--- config.mk ---
export PLATFORM = sky130hd
export DESIGN_NAME = byte_budget_lru_cache_core
export DESIGN_NICKNAME = d
export VERILOG_FILES = /design/src/rtl/core/bblc_pkg.sv /design/src/rtl/core/byte_budget_lru_cache_core.sv /design/src/rtl/core/bblc_ctrl.sv /design/src/rtl/core/bblc_dp.sv
export SDC_FILE = /design/constraint.sdc
export NUM_CORES = 2
export LEC_CHECK = 0
export BUFFER_PORTS_ARGS = -buffer_cell sky130_fd_sc_hd__buf_2
export CAP_MARGIN = 20
export CORE_UTILIZATION = 68
export CTS_CLUSTER_DIAMETER = 30
export CTS_CLUSTER_SIZE = 8
export DETAILED_ROUTE_END_ITERATION = 6
export PLACE_DENSITY = 0.95
export SKIP_LAST_GASP = 1
export SLEW_MARGIN = 25
export SYNTH_ARGS = -nofsm -noshare
export SYNTH_HDL_FRONTEND = slang
export SYNTH_SLANG_ARGS = --single-unit
--- constraint.sdc ---
create_clock -name clk -period 12.8 [get_ports clk]
set_input_delay 1.92 -clock clk [delete_from_list [all_inputs] [get_ports clk]]
set_output_delay 1.92 -clock clk [all_outputs]
set_load 0.02 [all_outputs]
--- src/rtl/core/bblc_pkg.sv ---
// Package: shared types, constants and controller states for the byte-budget LRU cache core.
package bblc_pkg;

	localparam int unsigned ENTRIES_DEF = 16;
	localparam logic [31:0] BUDGET_RST = 32'd1048576;

	typedef enum logic [1:0] {
		KIND_EVICT = 2'd0,
		KIND_HIT   = 2'd1,
		KIND_INS   = 2'd2,
		KIND_BIG   = 2'd3
	} kind_t;

	typedef enum logic [3:0] {
		ST_IDLE,
		ST_SCAN,
		ST_DECIDE,
		ST_EVICT,
		ST_INSERT,
		ST_HIT,
		ST_BIG,
		ST_OUT
	} state_t;

	// Controller to datapath.
	typedef struct packed {
		logic load;      // capture request, clear scan state
		logic scan;      // examine one slot
		logic evict;     // evict the oldest slot, post notice
		logic insert;    // insert the request, post final word
		logic hit;       // promote the hit slot, post final word
		logic big;       // post too-large final word
	} cmd_t;

	// Datapath to controller.
	typedef struct packed {
		logic scan_done; // last slot examined this cycle
		logic found;     // a valid slot matched the key
		logic too_big;   // item_size > budget
		logic over;      // bytes_used + size > budget
		logic any_valid;
		logic full;
		logic out_busy;  // output register holds a stalled word
	} stat_t;

endpackage

--- src/rtl/core/byte_budget_lru_cache_core.sv ---
// Top level of the byte-budget LRU cache core.
// Flow: lookup walks all ENTRIES slots (one per cycle), then decides;
// each eviction posts a notice and rescans, then the final word is shown.
// Requests: one request at a time; a new one is taken only once the
// controller is back in idle.
// Reset: arst_n clears valid bits, byte count and control; budget to 1048576.
module byte_budget_lru_cache_core #(
	parameter int unsigned ENTRIES = bblc_pkg::ENTRIES_DEF
) (
	input  logic        clk,
	input  logic        arst_n,
	input  logic        in_valid,
	output logic        in_stall,
	input  logic [31:0] req_key,
	input  logic [31:0] item_size,
	input  logic        cfg_valid,
	output logic        cfg_ready,
	input  logic [31:0] cfg_data,
	output logic        out_valid,
	input  logic        out_stall,
	output logic [1:0]  kind,
	output logic [31:0] key_out,
	output logic [31:0] size_out,
	output logic        last
);

	bblc_pkg::cmd_t  cmd;
	bblc_pkg::stat_t st;
	logic            idle;

	// a request word is taken only while the controller is idle
	assign in_stall = !idle;
	assign cfg_ready = 1'b1;

	bblc_ctrl u_ctrl (
		.clk(clk), .arst_n(arst_n), .in_go(in_valid && idle),
		.st(st), .cmd(cmd), .idle(idle)
	);

	bblc_dp #(.ENTRIES(ENTRIES)) u_dp (
		.clk(clk), .arst_n(arst_n), .cmd(cmd), .st(st),
		.req_key(req_key), .item_size(item_size),
		.cfg_we(cfg_valid && cfg_ready), .cfg_data(cfg_data),
		.out_valid(out_valid), .out_stall(out_stall),
		.kind(kind), .key_out(key_out), .size_out(size_out), .last(last)
	);

endmodule

--- src/rtl/core/bblc_ctrl.sv ---
// Controller state machine of the byte-budget LRU cache core.
module bblc_ctrl (
	input  logic              clk,
	input  logic              arst_n,
	input  logic              in_go,
	input  bblc_pkg::stat_t   st,
	output bblc_pkg::cmd_t    cmd,
	output logic              idle
);

	bblc_pkg::state_t state_q, state_d;

	always_ff @(posedge clk or negedge arst_n) begin
		if (!arst_n) state_q <= bblc_pkg::ST_IDLE;
		else state_q <= state_d;
	end

	always_comb begin
		state_d = state_q;
		case (state_q)
			bblc_pkg::ST_IDLE: if (in_go) state_d = bblc_pkg::ST_SCAN;
			bblc_pkg::ST_SCAN: if (st.scan_done) state_d = bblc_pkg::ST_DECIDE;
			bblc_pkg::ST_DECIDE: begin
				if (st.found) state_d = bblc_pkg::ST_HIT;
				else if (st.too_big) state_d = bblc_pkg::ST_BIG;
				else if (st.any_valid && (st.over || st.full)) state_d = bblc_pkg::ST_EVICT;
				else state_d = bblc_pkg::ST_INSERT;
			end
			// eviction rescans ranks, so go back through SCAN
			bblc_pkg::ST_EVICT: if (!st.out_busy) state_d = bblc_pkg::ST_SCAN;
			bblc_pkg::ST_INSERT,
			bblc_pkg::ST_HIT,
			bblc_pkg::ST_BIG: if (!st.out_busy) state_d = bblc_pkg::ST_OUT;
			bblc_pkg::ST_OUT: if (!st.out_busy) state_d = bblc_pkg::ST_IDLE;
			default: state_d = bblc_pkg::ST_IDLE;
		endcase
	end

	always_comb begin
		cmd = '0;
		idle = 1'b0;
		case (state_q)
			bblc_pkg::ST_IDLE: begin
				idle = 1'b1;
				cmd.load = in_go;
			end
			bblc_pkg::ST_SCAN: cmd.scan = 1'b1;
			bblc_pkg::ST_EVICT: cmd.evict = !st.out_busy;
			bblc_pkg::ST_INSERT: cmd.insert = !st.out_busy;
			bblc_pkg::ST_HIT: cmd.hit = !st.out_busy;
			bblc_pkg::ST_BIG: cmd.big = !st.out_busy;
			default: ;
		endcase
	end

endmodule

--- src/rtl/core/bblc_dp.sv ---
// Datapath of the byte-budget LRU cache core: entry store, scan unit, output register.
module bblc_dp #(
	parameter int unsigned ENTRIES = bblc_pkg::ENTRIES_DEF
) (
	input  logic             clk,
	input  logic             arst_n,
	input  bblc_pkg::cmd_t   cmd,
	output bblc_pkg::stat_t  st,
	input  logic [31:0]      req_key,
	input  logic [31:0]      item_size,
	input  logic             cfg_we,
	input  logic [31:0]      cfg_data,
	output logic             out_valid,
	input  logic             out_stall,
	output logic [1:0]       kind,
	output logic [31:0]      key_out,
	output logic [31:0]      size_out,
	output logic             last
);

	localparam int unsigned IW = (ENTRIES > 1) ? $clog2(ENTRIES) : 1;
	localparam int unsigned CW = $clog2(ENTRIES + 1);

	// key/size/rank are arrays: key and size written at the free slot, read at the scan pointer and oldest slot
	logic [31:0]   keys_mem [ENTRIES];
	logic [31:0]   sizes_mem [ENTRIES];
	logic [IW-1:0] rank_mem [ENTRIES];
	logic [ENTRIES-1:0] valid_q;

	logic [31:0]   budget_q, used_q, key_q, size_q;
	logic [CW-1:0] cnt_q;
	logic [IW-1:0] ptr_q;
	logic          found_q, oldf_q, freef_q;
	logic [IW-1:0] hit_q, old_q, free_q, hrank_q, orank_q;
	logic [31:0]   hsize_q;

	logic [32:0] need;
	assign need = {1'b0, used_q} + {1'b0, size_q};

	assign st.scan_done = cmd.scan && (ptr_q == IW'(ENTRIES - 1));
	assign st.found     = found_q;
	assign st.too_big   = size_q > budget_q;
	assign st.over      = need > {1'b0, budget_q};
	assign st.any_valid = |valid_q;
	assign st.full      = cnt_q == CW'(ENTRIES);
	assign st.out_busy  = out_valid && out_stall;

	always_ff @(posedge clk or negedge arst_n) begin
		if (!arst_n) begin
			budget_q <= bblc_pkg::BUDGET_RST;
			used_q <= '0;
			cnt_q <= '0;
			valid_q <= '0;
			ptr_q <= '0;
			found_q <= 1'b0;
			oldf_q <= 1'b0;
			freef_q <= 1'b0;
			out_valid <= 1'b0;
		end else begin
			if (cfg_we) budget_q <= cfg_data;
			if (out_valid && !out_stall) out_valid <= 1'b0;
			if (cmd.load) begin
				ptr_q <= '0;
				found_q <= 1'b0;
				oldf_q <= 1'b0;
				freef_q <= 1'b0;
			end
			if (cmd.scan) begin
				ptr_q <= (ptr_q == IW'(ENTRIES - 1)) ? '0 : ptr_q + 1'b1;
				if (valid_q[ptr_q] && !found_q && keys_mem[ptr_q] == key_q) begin
					found_q <= 1'b1;
					hit_q <= ptr_q;
				end
				if (valid_q[ptr_q] && (!oldf_q || rank_mem[ptr_q] > orank_q)) begin
					oldf_q <= 1'b1;
					old_q <= ptr_q;
				end
				if (!valid_q[ptr_q] && !freef_q) begin
					freef_q <= 1'b1;
					free_q <= ptr_q;
				end
			end
			if (cmd.evict) begin
				valid_q[old_q] <= 1'b0;
				cnt_q <= cnt_q - 1'b1;
				used_q <= used_q - sizes_mem[old_q];
				ptr_q <= '0;
				oldf_q <= 1'b0;
				freef_q <= 1'b0;
				out_valid <= 1'b1;
			end
			if (cmd.insert) begin
				valid_q[free_q] <= 1'b1;
				cnt_q <= cnt_q + 1'b1;
				used_q <= used_q + size_q;
				out_valid <= 1'b1;
			end
			if (cmd.hit || cmd.big) out_valid <= 1'b1;
		end
	end

	// Payload registers and the store.
	always_ff @(posedge clk) begin
		if (cmd.load) begin
			key_q <= req_key;
			size_q <= item_size;
		end
		if (cmd.scan) begin
			if (valid_q[ptr_q] && (!oldf_q || rank_mem[ptr_q] > orank_q))
				orank_q <= rank_mem[ptr_q];
			if (valid_q[ptr_q] && !found_q && keys_mem[ptr_q] == key_q) begin
				hrank_q <= rank_mem[ptr_q];
				hsize_q <= sizes_mem[ptr_q];
			end
		end
		if (cmd.evict) begin
			kind <= bblc_pkg::KIND_EVICT;
			key_out <= keys_mem[old_q];
			size_out <= sizes_mem[old_q];
			last <= 1'b0;
		end
		if (cmd.insert) begin
			kind <= bblc_pkg::KIND_INS;
			key_out <= key_q;
			size_out <= size_q;
			last <= 1'b1;
			keys_mem[free_q] <= key_q;
			sizes_mem[free_q] <= size_q;
		end
		if (cmd.hit) begin
			kind <= bblc_pkg::KIND_HIT;
			key_out <= key_q;
			size_out <= hsize_q;
			last <= 1'b1;
		end
		if (cmd.big) begin
			kind <= bblc_pkg::KIND_BIG;
			key_out <= key_q;
			size_out <= size_q;
			last <= 1'b1;
		end
		// rank update, all entries at once (each is its own register)
		for (int i = 0; i < ENTRIES; i++) begin
			if (cmd.insert) begin
				if (IW'(i) == free_q) rank_mem[i] <= '0;
				else if (valid_q[i]) rank_mem[i] <= rank_mem[i] + 1'b1;
			end
			if (cmd.hit) begin
				if (IW'(i) == hit_q) rank_mem[i] <= '0;
				else if (valid_q[i] && rank_mem[i] < hrank_q) rank_mem[i] <= rank_mem[i] + 1'b1;
			end
		end
	end

endmodule

==> reports/metrics.cfg, run 1 <==
[floorplan]
start_util = 0.689
io_pins = 171
die_h_um = 318
die-width_um = 318
std_cell_rows = 115

[outcome]
flow.stopped_at = global routing (5_1_grt)
outcome = aborted with a tool error
error = [ERROR GRT-0232] Routing congestion too high. Check the congestion heatmap in the GUI.

[synth]
yosys.area_share.simple = 0.0553
ys_seq_area_frac = 0.596
synth.avg_cell_area_um2 = 15.4
ys_types = 78
synth_top_family_by_area = multiplexers
synthAdderAreaFrac = 0.0376
synth_xor_area_frac = 0.0184
synth_edf_count = 1268
synthesis.nets = 4727
ys_ff_latch = 1371
synth-warning-count = 0
synth_area_leaders = edfxtp_1 (56%), mux4_2 (15%), ha_1 (3.7%)
synth-main-ff-cell = edfxtp_1
synth_area_um2 = 68100
netlist_instances = 4423
synth_compound_area_frac = 0.0800
synth_area_leader_cell = edfxtp_1
netlist.area_leader.share = 0.559
async_reset_ff_frac = 0.0700
synth.area.mux_share = 0.193

[clock_tree]
clockRootBuffer = clkbuf_16
cts_resized = 0
hold_buffers = 0
numCtsBuffers = 276
postCtsSetupBuffers = 0
cts_buffer_depth = 4
htreeDepth = 5
cts_sinks = 1371

[placement]
hpwl_um = 123000
port_buffers = 169
place_area_um2 = 70400
place.gp.congestion = 0.929

[global_route]
grt-ovfl-total = 18
grt_antenna_before_repair = 63
grt_max_degree = 176
grt_usage = 0.672

## synthesized netlist by cell type (all sizes together) (25+ instances only)
| cell type | count |
|---|---|
| xor2 | 76 |
| nor3 | 29 |
| dfrtp | 95 |
| mux4 | 471 |
| mux2 | 64 |
| edfxtp | 1268 |
| inv | 72 |
| a21oi | 199 |
| nand3 | 52 |
| a21o | 74 |
| a221oi | 62 |
| o21ai | 271 |
| mux2i | 177 |
| nand2 | 344 |
| nor2b | 44 |
| nor2 | 177 |
| buf | 91 |
| a31oi | 25 |
| nand2b | 40 |
| ha | 200 |
| xnor2 | 67 |
| clkbuf | 154 |
| a22oi | 117 |
## routing by layer
| layer | GRT overflow | GRT usage |
|---|---|---|
| met4 | 7 | 0.637 |
| met5 | 1 | 0.309 |
| met1 | 1 | 0.683 |
| met2 | 6 | 0.808 |
| met3 | 3 | 0.547 |
## kinds of logic after synthesis
| family | count (synthesis) |
|---|---|
| AO/OA/AOI/OAI | 865 |
| XOR/XNOR | 143 |
| adder cells (fa/ha/maj) | 203 |
| buffers and inverters | 317 |
| flip-flops | 1371 |
| multiplexers | 712 |
| other | 1 |
| AND/OR/NAND/NOR | 811 |
## metrics by stage
step                instances  setup slack, ns
floorplan                4423             5.57
global placement         5719             4.98
detailed placement       5719             4.68
CTS                      6165             3.99
==> inputs of run 2 (changes only) <==
CORE_UTILIZATION = 40   (was 68)
CTS_CLUSTER_DIAMETER = not set   (was 30)
CTS_CLUSTER_SIZE = not set   (was 8)
PLACE_DENSITY = not set   (was 0.95)
PLACE_DENSITY_LB_ADDON = 0.15   (was not set)
==> run 2 against run 1 <==
Compared with the run above: synthesized cell count unchanged; synthesized area unchanged; the flow now finishes without violations.
==> reports/metrics.cfg, run 2 <==
[outcome]
outcome = complete, no violations

[synth]
synth-main-ff-cell = edfxtp_1
synth_area_leader_cell = edfxtp_1
ys_types = 78  ; unchanged
netlist_instances = 4423  ; unchanged
ys_ff_latch = 1371  ; unchanged
synth_area_um2 = 68100  ; unchanged
async_reset_ff_frac = 0.0700  ; unchanged
synth.avg_cell_area_um2 = 15.4  ; unchanged
netlist.area_leader.share = 0.559  ; unchanged
synth_edf_count = 1268  ; unchanged
post-synth-top-count-cell = edfxtp_1
synth-warning-count = 0  ; unchanged
synthesis.nets = 4727  ; unchanged
synthTopCellsByCount = edfxtp_1 (1268), mux4_2 (466), nand2_1 (344)
synth_area_leaders = edfxtp_1 (56%), mux4_2 (15%), ha_1 (3.7%)
ys_seq_area_frac = 0.596  ; unchanged

[layout]
syn2layout_area_growth_pct = 12.4
top_regs = u_dp.keys_mem x512, u_dp.sizes_mem x512, u_dp.rank_mem x64
fin_nets = 4913
finalNonFillerCells = 6951
post-route-cell-area_um2 = 76600
drive_gt1_frac = 0.227
final_cell_mix = edfxtp_1 (1268), mux4_2 (466), nand2_1 (341), o21ai_0 (271), ha_1 (200)
final_common_cell = edfxtp_1

[power]
max-vdd-ir-drop_uv = 152
p_leak_nw = 26.3
p_per_area_nw_per_um2 = 221

[floorplan]
die_area_um2 = 172000
die_h_um = 415  ; +30%
std_cell_rows = 151  ; +31%
start_util = 0.402  ; -0.287
io_pins = 171  ; unchanged
die-width_um = 415  ; +30%
core_area_um2 = 169000

[clock_tree]
postCtsSetupBuffers = 0  ; unchanged
cts_tree = yes
clockRootBuffer = clkbuf_16
hold_buffers = 0  ; unchanged
numCtsBuffers = 153  ; -45%
cts_resized = 0  ; unchanged
cts_sinks = 1371  ; unchanged
clkLatencyLatePin_ns = 0.81
cts_buffer_depth = 3  ; -1
htreeDepth = 4  ; -1
clk_pin_slew_ns = 0.06

[sta]
hold_ws_ns = 0.484
maxSlewHeadroom = 0.274
fmaxAchievable_mhz = 125
post-route-worst-setup-slack_ns = 4.80
finalCriticalPeriod_ns = 8.00
tightest_slew_ns = 1.09
report.final.slew_viol_count = 0
fin_crit_sh = 0.625
finalSetupTns_ns = 0
fin_skew_ns = 0.0275
rsz0062_at_grt = no
hold_violations = 0
setup_violations = 0

[placement]
place.gp.congestion = 0.849  ; -8.6%
pre_cts_ws_ns = 4.72  ; +0.0403 ns
port_buffers = 169  ; unchanged
dp.cells = 6672  ; +17%
hpwl_um = 122000  ; -1.2%
place_area_um2 = 71700  ; +1.9%

[critical_path]
r2r_slack_ns = 4.80
path_class = flop to flop
reg2regPathDepth = 20
endpoint_kind = flop
path_max_fanout = 155
r2r-end = u_dp.used_q[31]
worstPathArrival_ns = 8.69
required_ns = 13.50
critPathLaunchType = flop

[drt]
vias = 42040
dr.pass1.iters = 6
ant_nets = 0
wl_per_cell_um = 29.8
drc = 0
dr.first_iter.drc_count = 4466
totalWireLength_um = 207000
via_per_inst = 6.05

[hold_path]
min_from = u_dp.cnt_q[4]
holdPathStages = 1
min_path_type = flop to flop
whs_endpoint = u_dp.cnt_q[4]

[global_route]
grt_usage = 0.239
grt-ovfl-total = 0
grt_antenna_before_repair = 6
grt_pass1_wl_um = 299000
grt_pass1_vias = 42708
grt_max_degree = 156

[job]
cap_violations = 0

[run 2: power by group]
| group | internal [W] | switching [W] |
|---|---|---|
| clock network | 0.00250 | 0.00184 |
| registers | 0.00538 | 0.000435 |
| logic | 0.00286 | 0.00392 |
[run 2: worst max-delay path, cell delays in order (launching register included)]
cell	delay [ns]
dfxtp_4	0.72
buf_4	0.76
buf_12	0.90
mux4_2	0.72
nor4b_2	0.49
nand3b_1	0.27
or3_1	0.53
or3_1	0.43
xnor2_1	0.15
a21oi_1	0.10
ha_1	0.40
a21oi_1	0.21
o211ai_1	0.12
a211o_1	0.28
a2bb2oi_1	0.16
o211ai_1	0.14
a31oi_1	0.33
nor2b_1	0.07
o21ai_0	0.22
mux4_2	0.54
a2111oi_2	0.32
[run 2: how the worst max path moves through the flow]
stage | startpoint | endpoint
after floorplan | u_dp.ptr_q[0] | u_dp.hit_q[0]
after global placement | flop | u_dp.used_q[31]
after detailed placement | flop | u_dp.used_q[31]
after CTS | flop | u_dp.used_q[31]
after global routing | flop | u_dp.used_q[31]
final | flop | u_dp.used_q[31]
[run 2: cell families after synthesis]
logic type | Yosys count | share of synthesized area
simple gates | 811 | 0.0553
flops | 1371 | 0.596
compound gates | 865 | 0.0800
xor+xnor | 143 | 0.0184
fa+ha+maj | 203 | 0.0376
mux | 712 | 0.193
buf+inv | 317 | 0.0193
other cells | 1 | 0.0000551
[run 2: final cells by class]
class,instances,area (um^2)
Fill cell,14780,92700
Sequential cell,1371,40700
Multi-Input combinational cell,2735,26300
Clock buffer,190,4070
Tap cell,2218,2780
Timing Repair Buffer,276,1690
Clock inverter,88,776
Inverter,72,278
Antenna cell,1,2.50
[run 2: routing by layer]
metal	vias up	GRT usage	wire [um]
li1	18259	-	-
met1	22099	0.326	88400
met2	1382	0.394	100000
met3	296	0.0351	12400
met4	4	0.0773	6180
met5	-	0	31
[run 2: per-stage QoR]
stage                     power (W)  utilization
after floorplan              0.0106            -
after global placement       0.0127        0.424
after detailed placement     0.0127        0.424
after CTS                    0.0171        0.452
after global routing         0.0178        0.452
final                        0.0169        0.452
No activity file was read; power rests on OpenSTA's default activity.
